File: src/rtl/efr_pkg.sv
`timescale 1ns / 1ps
package efr_pkg;

    localparam int ADDR_W = 5;
    localparam int DATA_W = 32;

    localparam logic [7:0]  START_RST   = 8'd126;
    localparam logic [7:0]  ESCAPE_RST  = 8'd125;
    localparam logic [7:0]  END_RST     = 8'd127;
    localparam logic [7:0]  CTRL_RST    = 8'd97;
    localparam logic [7:0]  DATA_RST    = 8'd98;

    localparam logic [31:0] CRC_POLY    = 32'hEDB8_8320;
    localparam logic [31:0] CRC_INIT    = 32'hFFFF_FFFF;
    localparam logic [8:0]  LEN_ZERO    = 9'd256;
    localparam logic [8:0]  CRC_BYTES   = 9'd4;

    typedef enum logic [2:0] {
        PH_IDLE    = 3'd0,
        PH_TID     = 3'd1,
        PH_TYPE    = 3'd2,
        PH_LEN     = 3'd3,
        PH_PAYLOAD = 3'd4,
        PH_CRC     = 3'd5
    } t_phase;

    typedef enum logic [1:0] {
        KIND_DATA = 2'd0,
        KIND_ACK  = 2'd1,
        KIND_NACK = 2'd2
    } t_kind;

    typedef enum logic [0:0] {
        NACK_CRC  = 1'b0,
        NACK_TYPE = 1'b1
    } t_nack;

    typedef enum logic [2:0] {
        REG_START  = 3'd0,
        REG_ESCAPE = 3'd1,
        REG_END    = 3'd2,
        REG_CTRL   = 3'd3,
        REG_DATA   = 3'd4
    } t_reg_idx;

    typedef struct packed {
        logic [7:0] start_code;
        logic [7:0] escape_code;
        logic [7:0] end_code;
        logic [7:0] control_type_code;
        logic [7:0] data_type_code;
    } t_codes;

    typedef struct packed {
        logic       valid;
        t_kind      kind;
        logic [7:0] data_byte;
        t_nack      nack_reason;
        logic [7:0] tag;
    } t_result;

    // reflected CRC-32, one byte, eight shift steps
    function automatic logic [31:0] crc_byte(input logic [31:0] crc, input logic [7:0] b);
        logic [31:0] c;
        c = crc ^ {24'd0, b};
        for (int i = 0; i < 8; i++) begin
            if (c[0]) begin
                c = (c >> 1) ^ CRC_POLY;
            end else begin
                c = c >> 1;
            end
        end
        return c;
    endfunction

endpackage

File: src/rtl/efr_frame_fsm.sv
`timescale 1ns / 1ps
module efr_frame_fsm (
    input  logic                i_clk,
    input  logic                i_rst_n,
    input  logic                i_step,
    input  logic [7:0]          i_byte,
    input  efr_pkg::t_codes     i_codes,
    output efr_pkg::t_result    o_res
);

    efr_pkg::t_phase r_phase, n_phase;
    logic            r_esc, n_esc;
    logic [7:0]      r_tag, n_tag;
    logic [8:0]      r_left, n_left;
    logic [31:0]     r_crc, n_crc;
    logic [31:0]     r_check, n_check;

    logic            is_data;
    efr_pkg::t_result res;

    always_ff @(posedge i_clk) begin
        if (!i_rst_n) begin
            r_phase <= efr_pkg::PH_IDLE;
            r_esc   <= 1'b0;
            r_tag   <= 8'd0;
            r_left  <= 9'd0;
            r_crc   <= efr_pkg::CRC_INIT;
            r_check <= 32'd0;
        end else if (i_step) begin
            r_phase <= n_phase;
            r_esc   <= n_esc;
            r_tag   <= n_tag;
            r_left  <= n_left;
            r_crc   <= n_crc;
            r_check <= n_check;
        end
    end

    always_comb begin
        n_phase = r_phase;
        n_esc   = r_esc;
        n_tag   = r_tag;
        n_left  = r_left;
        n_crc   = r_crc;
        n_check = r_check;
        is_data = 1'b0;
        res.valid       = 1'b0;
        res.kind        = efr_pkg::KIND_DATA;
        res.data_byte   = 8'd0;
        res.nack_reason = efr_pkg::NACK_CRC;
        res.tag         = r_tag;

        // an escaped byte is data whatever its value; otherwise start wins over
        // escape, escape over end
        if (r_esc) begin
            n_esc   = 1'b0;
            is_data = 1'b1;
        end else if (i_byte == i_codes.start_code) begin
            n_crc   = efr_pkg::CRC_INIT;
            n_check = 32'd0;
            n_phase = efr_pkg::PH_TID;
        end else if (i_byte == i_codes.escape_code) begin
            n_esc = 1'b1;
        end else if (i_byte == i_codes.end_code) begin
            n_phase = efr_pkg::PH_IDLE;
        end else begin
            is_data = 1'b1;
        end

        if (is_data) begin
            case (r_phase)
                efr_pkg::PH_IDLE: begin
                    n_phase = efr_pkg::PH_IDLE;
                end
                efr_pkg::PH_TID: begin
                    n_tag   = i_byte;
                    n_phase = efr_pkg::PH_TYPE;
                end
                efr_pkg::PH_TYPE: begin
                    if (i_byte == i_codes.control_type_code) begin
                        n_phase = efr_pkg::PH_IDLE;
                    end else if (i_byte == i_codes.data_type_code) begin
                        n_phase = efr_pkg::PH_LEN;
                    end else begin
                        n_phase         = efr_pkg::PH_IDLE;
                        res.valid       = 1'b1;
                        res.kind        = efr_pkg::KIND_NACK;
                        res.nack_reason = efr_pkg::NACK_TYPE;
                    end
                end
                efr_pkg::PH_LEN: begin
                    n_left  = (i_byte == 8'd0) ? efr_pkg::LEN_ZERO : {1'b0, i_byte};
                    n_phase = efr_pkg::PH_PAYLOAD;
                end
                efr_pkg::PH_PAYLOAD: begin
                    n_crc  = efr_pkg::crc_byte(r_crc, i_byte);
                    n_left = r_left - 9'd1;
                    if (n_left == 9'd0) begin
                        n_phase = efr_pkg::PH_CRC;
                        n_left  = efr_pkg::CRC_BYTES;
                    end
                    res.valid     = 1'b1;
                    res.kind      = efr_pkg::KIND_DATA;
                    res.data_byte = i_byte;
                end
                efr_pkg::PH_CRC: begin
                    n_check = {r_check[23:0], i_byte};
                    n_left  = r_left - 9'd1;
                    if (n_left == 9'd0) begin
                        n_phase   = efr_pkg::PH_IDLE;
                        res.valid = 1'b1;
                        res.kind  = ((~r_crc) == n_check) ? efr_pkg::KIND_ACK
                                                          : efr_pkg::KIND_NACK;
                    end
                end
                default: begin
                    n_phase = efr_pkg::PH_IDLE;
                end
            endcase
        end

        o_res       = res;
        o_res.valid = res.valid & i_step;
    end

endmodule

File: src/rtl/escaped_frame_receiver_crc32_top.sv
`timescale 1ns / 1ps
// Byte-stuffed frame receiver with CRC-32 check.
// Input channel: i_rx_valid / o_rx_ready carry one raw link byte per request
// on i_rx_byte. Output channel: o_res_valid / i_res_ready carry one result per
// request: a tentative payload byte (o_kind data), or an ack / nack with the
// frame's transaction id on o_transaction_tag and the nack cause.
// A byte goes into an input register, then one pass of the frame state machine
// and byte-wide CRC update writes the result register when the output is not
// stalled. One byte is taken every cycle while the output is not stalled; the
// CRC update and the phase step in a single pass set that rate. Bytes that give
// no result (controls, header bytes but a bad type, CRC bytes but the last)
// leave the output idle.
// Control codes and type codes are written over the APB port; the user must write
// them only while the block is idle; the block does not enforce it. Synchronous
// active-low reset returns the codes to their defaults, the frame state to idle
// and drops any pending request. When the receiver stalls, the result register
// holds and the input register fills; o_rx_ready drops until the result is taken.
module escaped_frame_receiver_crc32_top (
    input  logic                        i_clk,
    input  logic                        i_rst_n,
    input  logic                        psel,
    input  logic                        penable,
    input  logic                        pwrite,
    input  logic [efr_pkg::ADDR_W-1:0]  paddr,
    input  logic [efr_pkg::DATA_W-1:0]  pwdata,
    output logic [efr_pkg::DATA_W-1:0]  prdata,
    output logic                        pready,
    input  logic                        i_rx_valid,
    output logic                        o_rx_ready,
    input  logic [7:0]                  i_rx_byte,
    output logic                        o_res_valid,
    input  logic                        i_res_ready,
    output logic [1:0]                  o_kind,
    output logic [7:0]                  o_data_byte,
    output logic                        o_nack_reason,
    output logic [7:0]                  o_transaction_tag
);

    efr_pkg::t_codes  r_codes;
    efr_pkg::t_result res;
    logic             r_in_valid;
    logic [7:0]       r_in_byte;
    logic             r_out_valid;
    efr_pkg::t_kind   r_kind;
    logic [7:0]       r_data;
    efr_pkg::t_nack   r_reason;
    logic [7:0]       r_tag;
    logic             advance;
    logic             cfg_wr;

    // configuration registers
    assign pready = 1'b1;
    assign cfg_wr = psel & penable & pwrite;

    always_ff @(posedge i_clk) begin
        if (!i_rst_n) begin
            r_codes.start_code        <= efr_pkg::START_RST;
            r_codes.escape_code       <= efr_pkg::ESCAPE_RST;
            r_codes.end_code          <= efr_pkg::END_RST;
            r_codes.control_type_code <= efr_pkg::CTRL_RST;
            r_codes.data_type_code    <= efr_pkg::DATA_RST;
        end else if (cfg_wr) begin
            unique case (efr_pkg::t_reg_idx'(paddr[4:2]))
                efr_pkg::REG_START:  r_codes.start_code        <= pwdata[7:0];
                efr_pkg::REG_ESCAPE: r_codes.escape_code       <= pwdata[7:0];
                efr_pkg::REG_END:    r_codes.end_code          <= pwdata[7:0];
                efr_pkg::REG_CTRL:   r_codes.control_type_code <= pwdata[7:0];
                efr_pkg::REG_DATA:   r_codes.data_type_code    <= pwdata[7:0];
                default: ;
            endcase
        end
    end

    always_comb begin
        unique case (efr_pkg::t_reg_idx'(paddr[4:2]))
            efr_pkg::REG_START:  prdata = {24'd0, r_codes.start_code};
            efr_pkg::REG_ESCAPE: prdata = {24'd0, r_codes.escape_code};
            efr_pkg::REG_END:    prdata = {24'd0, r_codes.end_code};
            efr_pkg::REG_CTRL:   prdata = {24'd0, r_codes.control_type_code};
            efr_pkg::REG_DATA:   prdata = {24'd0, r_codes.data_type_code};
            default:             prdata = '0;
        endcase
    end

    // two-stage flow: input register, then result register
    assign advance    = ~r_out_valid | i_res_ready;
    assign o_rx_ready = ~r_in_valid | advance;

    always_ff @(posedge i_clk) begin
        if (!i_rst_n) begin
            r_in_valid <= 1'b0;
        end else if (o_rx_ready) begin
            r_in_valid <= i_rx_valid;
        end
    end

    always_ff @(posedge i_clk) begin
        if (o_rx_ready && i_rx_valid) begin
            r_in_byte <= i_rx_byte;
        end
    end

    efr_frame_fsm u_fsm (
        .i_clk   (i_clk),
        .i_rst_n (i_rst_n),
        .i_step  (r_in_valid & advance),
        .i_byte  (r_in_byte),
        .i_codes (r_codes),
        .o_res   (res)
    );

    always_ff @(posedge i_clk) begin
        if (!i_rst_n) begin
            r_out_valid <= 1'b0;
        end else if (advance) begin
            r_out_valid <= res.valid;
        end
    end

    always_ff @(posedge i_clk) begin
        if (advance && res.valid) begin
            r_kind   <= res.kind;
            r_data   <= res.data_byte;
            r_reason <= res.nack_reason;
            r_tag    <= res.tag;
        end
    end

    assign o_res_valid       = r_out_valid;
    assign o_kind            = r_kind;
    assign o_data_byte       = r_data;
    assign o_nack_reason     = r_reason;
    assign o_transaction_tag = r_tag;

endmodule

File: config.mk
export PLATFORM = sky130hd
export DESIGN_NAME = escaped_frame_receiver_crc32_top
export DESIGN_NICKNAME = d
export VERILOG_FILES = /design/src/rtl/efr_pkg.sv /design/src/rtl/efr_frame_fsm.sv /design/src/rtl/escaped_frame_receiver_crc32_top.sv
export SDC_FILE = /design/constraint.sdc
export NUM_CORES = 1
export LEC_CHECK = 0
export BUFFER_PORTS_ARGS = -buffer_cell sky130_fd_sc_hd__buf_2
export CAP_MARGIN = 20
export CORE_UTILIZATION = 40
export CTS_BUF_LIST = sky130_fd_sc_hd__clkbuf_8
export DETAILED_ROUTE_END_ITERATION = 8
export PLACE_DENSITY = 0.61
export SYNTH_ARGS = -nofsm -noshare
export SYNTH_HDL_FRONTEND = slang
export SYNTH_SLANG_ARGS = --single-unit
File: constraint.sdc
create_clock -name i_clk -period 4.7 [get_ports i_clk]
set_input_delay 0.94 -clock i_clk [delete_from_list [all_inputs] [get_ports i_clk]]
set_output_delay 0.94 -clock i_clk [all_outputs]
set_load 0.01 [all_outputs]
After elaboration in Yosys (flattened, before gate mapping)
Cells that the tools add are included.
{ "totals": {"reg_bits": 154, "inputBits": 52, "output_inout_bits": 54, "elab_cells": 130} }
{ "classes": {"addsub": 1, "n_eq_ne": 15, "muxes": 61, "bitwise_logic": 20, "n_reduce_logical": 15} }
{ "ops": {"columns": ["cell", "count"], "rows": [
  ["2-to-1 mux 32 bit", 30],
  ["NOT 13 -> 14 bit", 8],
  ["== test 8 bit", 5],
  ["case mux 8 bit (5 select lines)", 1],
  ["== test 32 bit", 1],
  ["NOT 32 bit", 1],
  ["bitwise XOR 32 x 8 -> 32 bit", 1],
  ["2-to-1 mux 3 bit", 10],
  ["case mux 9 bit (3 select lines)", 1],
  ["2-to-1 mux 9 bit", 2],
  ["case mux 3 bit (5 select lines)", 1],
  ["== test 3 x 2 -> 1 bit (second input constant)", 4],
  ["2-to-1 mux 12 bit", 1],
  ["AND reduction 2 bit", 6],
  ["2-to-1 mux 1 bit", 10],
  ["== test 3 bit (second input constant)", 3],
  ["zero test 9 bit", 1],
  ["case mux 3 bit (3 select lines)", 1],
  ["subtractor 9 x 1 -> 9 bit (second input constant)", 1],
  ["zero test 8 bit", 1],
  ["2-to-1 mux 8 bit", 1],
  ["== test 3 x 1 -> 1 bit (second input constant)", 2],
  ["2-to-1 mux 2 bit", 3],
  ["AND reduction 3 bit", 2],
  ["other kinds (7)", 15]
]} }

Logic depth before layout (Yosys ltp)
{ "logic_depth": {"ltp_word": 34, "ltp_mapped": 10, "mapped_depth_nobuf": 9} }

Modules after synthesis
Synthesis repeated with hierarchy kept, for this count alone.
{ "unflattened": {"cells_unflattened": 761, "hier_area_um2": 7822.5} }
{ "by_module_without_submodules": {"columns": ["module", "instances", "cells_each", "area_per_inst_um2", "seq_area_each_um2"], "rows": [
  ["efr_frame_fsm", 1, 495, 4802.1, 1541.5],
  ["escaped_frame_receiver_crc32_top", 1, 266, 3020.4, 1651.6]
]} }

Worst setup path before layout
OpenSTA, ideal clock, no wires.
{ "synth_timing": {"path_type": "reg-to-reg", "from": "register u_fsm.r_left[0]", "to": "register r_data[0], in the netlist o_data_byte[0] (enable)", "setup_ns": 0.395, "arrival_ns": 2.574, "required_time_ns": 4.305, "setup_slack_ns": 1.732, "stages_incl_launch_ff": 9, "n_path_buf": 0, "synth_period_minus_slack_ns": 2.968, "cell_sequence": "dfxtp_1 > inv_1 > ha_1 > or3b_1 > o31ai_1 > nand4_2 > a21oi_1 > o211ai_1 > nor2_1"} }
{ "synth_between": {"elab_chain_cells": 7} }
{ "synth_rtl": {"columns": ["element", "line_no", "rtl"], "rows": [
  ["start, declared", "efr_frame_fsm.sv:14", "logic [8:0] r_left, n_left;"],
  ["start signal, assigned", "efr_frame_fsm.sv:33", "r_left <= n_left;"],
  ["subtractor 9 x 1 -> 9 bit", "efr_frame_fsm.sv:108", "n_left = r_left - 9'd1;"],
  ["zero test 9 bit", "efr_frame_fsm.sv:109", "if (n_left == 9'd0) begin"],
  ["2-to-1 mux 3 bit", "efr_frame_fsm.sv:109", null],
  ["case mux 3 bit (3 select lines)", "efr_frame_fsm.sv:71", "case (r_phase)"],
  ["2-to-1 mux 12 bit", "efr_frame_fsm.sv:70", "if (is_data) begin"],
  ["AND 1 bit", "efr_frame_fsm.sv:123", "o_res.valid = res.valid & i_step;"],
  ["logical AND 1 bit", "escaped_frame_receiver_crc32_top.sv:121", "if (advance && res.valid) begin"],
  ["end signal, assigned", "escaped_frame_receiver_crc32_top.sv:123", "r_data <= res.data_byte;"],
  ["end, declared", "escaped_frame_receiver_crc32_top.sv:45", "logic [7:0] r_data;"]
]} }
No other way between the ends.
A chain may end at the register's enable or synchronous reset.

Worst setup path after layout
{ "layout_timing": {"from": "input paddr[3] (netlist bit)", "to": "output prdata[5] (netlist bit)"} }
{ "layout_between": {"elab_chain_cells": 2, "elab_cells_between_ends": 6, "cone_classes": "eq/ne: 4; mux: 1; reduce/logical: 1"} }
{ "layout_rtl": {"columns": ["element", "line_no", "rtl"], "rows": [
  ["start, declared", "escaped_frame_receiver_crc32_top.sv:24", "input logic [efr_pkg::ADDR_W-1:0] paddr,"],
  ["== test 3 bit (tied with other cells)", "escaped_frame_receiver_crc32_top.sv:75", "unique case (efr_pkg::t_reg_idx'(paddr[4:2]))"],
  ["case mux 8 bit (5 select lines) *", "escaped_frame_receiver_crc32_top.sv:75", null],
  ["end, declared", "escaped_frame_receiver_crc32_top.sv:26", "output logic [efr_pkg::DATA_W-1:0] prdata,"]
]} }
Mark *: on every way between the ends. The rest lies on a longest branch, timed or not.

==> impl_metrics.py <==
metrics = {
    "die": {
        "rows": 50,
        "ioPinCount": 106,
        "fp.dieW_um": 140,
        "coreArea_um2": 18700,
        "initial_core_util_pct": 40.9,
        "die-area_um2": 19700,
        "dieHeight_um": 140,
    },
    "sta": {
        "min_period_ps": 3300,
        "finalMaxSlewViolations": 0,
        "hold_violations": 0,
        "rsz0062_at_grt": "no",
        "finalSetupViolCount": 0,
        "clock_skew_ps": 14.1,
        "fmaxAchievable_mhz": 303,
        "tightest_slew_ps": 962,
        "tns_ps": 0,
        "fin_ws_ps": 1400,
        "period_share_pct": 70.2,
        "slew-limit-headroom_pct": 35.6,
        "timing.hold.ws_ps": 435,
    },
    "synth": {
        "yosys.area_share.simple_pct": 15.6,
        "syn_area_per_cell_um2": 9.51,
        "synthArstFlopShare_pct": 0,
        "synth_common_cells": "129 x nand2_1, 119 x dfxtp_1, 73 x xor2_1, 63 x o22ai_1, 54 x xnor2_1",
        "yosys_warnings": 0,
        "synth_xor_area_share_pct": 17.2,
        "syn_inst": 805,
        "synthAdderAreaFrac_pct": 0.817,
        "yosysTopAreaCell": "dfxtp_1",
        "synth.most_common_cell": "nand2_1",
        "synth_edf_count": 27,
        "ys_seq_area_share_pct": 41.7,
        "netlist_area_um2": 7660,
        "synth-seq-cells": 146,
        "synth_top_family_by_area": "XOR/XNOR gates",
        "synth.distinct_cells": 65,
        "synth_top_area_share_pct": 31.1,
        "synth_compound_gate_area_share_pct": 11.6,
        "yosys_most_used_dff": "dfxtp_1",
        "synth_mux_area_share_pct": 6.81,
        "synth.area.top_cells": "dfxtp_1 31%, edfxtp_1 11%, xor2_1 8.3%, nand2_1 6.3%, xnor2_1 6.2%",
    },
    "clock_tree": {
        "numCtsBuffers": 17,
        "hold_buffers": 0,
        "cts_tree": "built",
        "ctsHtreeMaxLevel": 4,
        "path_clk_slew_ps": 80,
        "cts_setup_buffers": 0,
        "ctsResizeCount": 0,
        "root_buffer": "clkbuf_8",
        "insertion_delay_ps": 460,
        "clock_sinks": 146,
        "clock_path_buffers": 2,
    },
    "power_and_ir_drop": {
        "ir_worst_vdd_v": 0.000255,
        "total_power_mw": 2.63,
        "p_per_area_nw_per_um2": 316,
        "p_leak_nw": 3.35,
    },
    "placed_design": {
        "port_buffers": 54,
        "place_congestion": 0.809,
        "hpwl_um": 12000,
        "dp_cells": 1047,
        "pre_cts_ws_ps": 1390,
    },
    "routing": {
        "vias": 5656,
        "drt_iter0_markers": 388,
        "drc_errors": 0,
        "dr.pass1.iters": 5,
        "finalWirelength_um": 17800,
        "avgViaCountPerCell": 5.24,
        "wl_per_cell_um": 16.5,
        "ant_nets": 0,
    },
    "critical_path": {
        "crit_type": "input port to output port",
        "ff2ff_setup_slack_ps": 1430,
        "cp-end-kind": "output port",
        "r2r-start": "r_in_byte[0]$_DFFE_PP_",
        "crit_arrival_ps": 2360,
        "r2r-end": "o_nack_reason$_SDFFCE_PP0P_",
        "cp.required_ps": 3760,
        "cp_max_fo": 21,
        "r2r_cells": 7,
        "critical_path.startpoint_type": "input port",
        "worstSetupEndpoint": "prdata[5]",
        "crit_start": "paddr[3]",
    },
    "global_routing": {
        "track_usage_pct": 19.1,
        "grt_max_degree": 84,
        "grt_pass1_wl_um": 28800,
        "grt_pass1_vias": 5368,
        "grt_antenna_before_repair": 0,
        "grt-ovfl-total": 0,
    },
    "layout": {
        "final_cells": 1079,
        "nets": 889,
        "drive_gt1_share_pct": 14.3,
        "syn_to_final_growth_pct": 8.77,
        "n_antenna_cell": 0,
    },
    "worst_hold_path": {
        "hp-class": "flop to flop",
    },
    "run": {
        "maxCapViolations": 0,
    },
    "status": {
        "status": "finished clean",
    },
}
-- per-layer routing --
layer	GRT usage [%]	vias up	wire [µm]	part of all wire, %
met1	27.1	2671	8920	50
met4	5.84	0	261	1.5
met2	28.5	161	7870	44
li1	-	2807	-	-
met3	4.31	17	774	4.3
met5	0	-	0	0
-- how the worst min path moves through the flow --
stage / startpoint / end / cells past startpoint
floorplan: u_fsm.r_tag[0]$_SDFFE_PN0P_ / o_transaction_tag[0]$_DFFE_PP_ / 0
global placement: u_fsm.r_tag[1]$_SDFFE_PN0P_ / o_transaction_tag[1]$_DFFE_PP_ / 0
detailed placement: u_fsm.r_tag[7]$_SDFFE_PN0P_ / o_transaction_tag[7]$_DFFE_PP_ / 0
CTS: u_fsm.r_tag[6]$_SDFFE_PN0P_ / o_transaction_tag[6]$_DFFE_PP_ / 0
global route: u_fsm.r_tag[6]$_SDFFE_PN0P_ / o_transaction_tag[6]$_DFFE_PP_ / 0
finish: u_fsm.r_tag[6]$_SDFFE_PN0P_ / o_transaction_tag[6]$_DFFE_PP_ / 0
-- final cells by class --
class,count,area (µm²)
repair buffers,60,338
fillers,1812,10400
clock buffers,17,234
well taps,234,293
inverters,8,30.0
multi-input cells,599,4080
flip-flops and latches,146,3190
clock inverters,15,159
-- power breakdown --
group | switching (mW) | internal (mW)
sequential | 0.0439 | 1.28
combinational | 0.175 | 0.143
clock | 0.512 | 0.477
total | 0.731 | 1.90
-- sequential cells by signal, indices dropped and copies added (netlist names) --
| name | count |
|---|---|
| u_fsm.r_check | 24 |
| r_in_valid | 1 |
| o_kind | 2 |
| o_transaction_tag | 8 |
| o_data_byte | 8 |
| o_nack_reason | 1 |
| u_fsm.r_tag | 8 |
| r_in_byte | 8 |
| u_fsm.r_left | 9 |
| u_fsm.r_crc | 32 |
| u_fsm.r_phase | 3 |
| r_codes | 40 |
| o_res_valid | 1 |
| u_fsm.r_esc | 1 |
-- logic make-up after synthesis --
kind of cell | count (synthesis)
compound gates | 132
xor+xnor | 139
fa+ha+maj | 5
buf+inv | 83
flops | 146
mux | 50
other cells | 2
simple gates | 248
-- critical path, cell delays in order --
cell     delay [ps]
buf_2           230
nor2_1          570
a22oi_1         250
o22ai_1         200
buf_2           160
-- stage by stage --
step                cell area, µm²  utilization (%)
finish                        8330             44.5
global route                  8330             44.5
CTS                           8330             44.5
detailed placement            7940             42.4
global placement              7910             42.3
floorplan                     7740                -
-- cell usage in the layout, fill, tap and decap left out, types with 6 or more instances in the layout --
cell type  count
nand2_1      129
dfxtp_1      119
xor2_1        73
o22ai_1       63
xnor2_1       54
buf_2         53
mux2i_1       42
edfxtp_1      27
conb_1        25
nor2b_1       21
nor2_1        19
nor4_1        17
clkbuf_8      17
nand3_1       16
a22oi_1       14
a21oi_1       12
and2_1        11
xnor2_2        9
inv_1          9
nor3_1         9
o21ai_0        8
mux2_2         7
buf_4          6
Note: power is estimated with default switching activity, not from simulation.
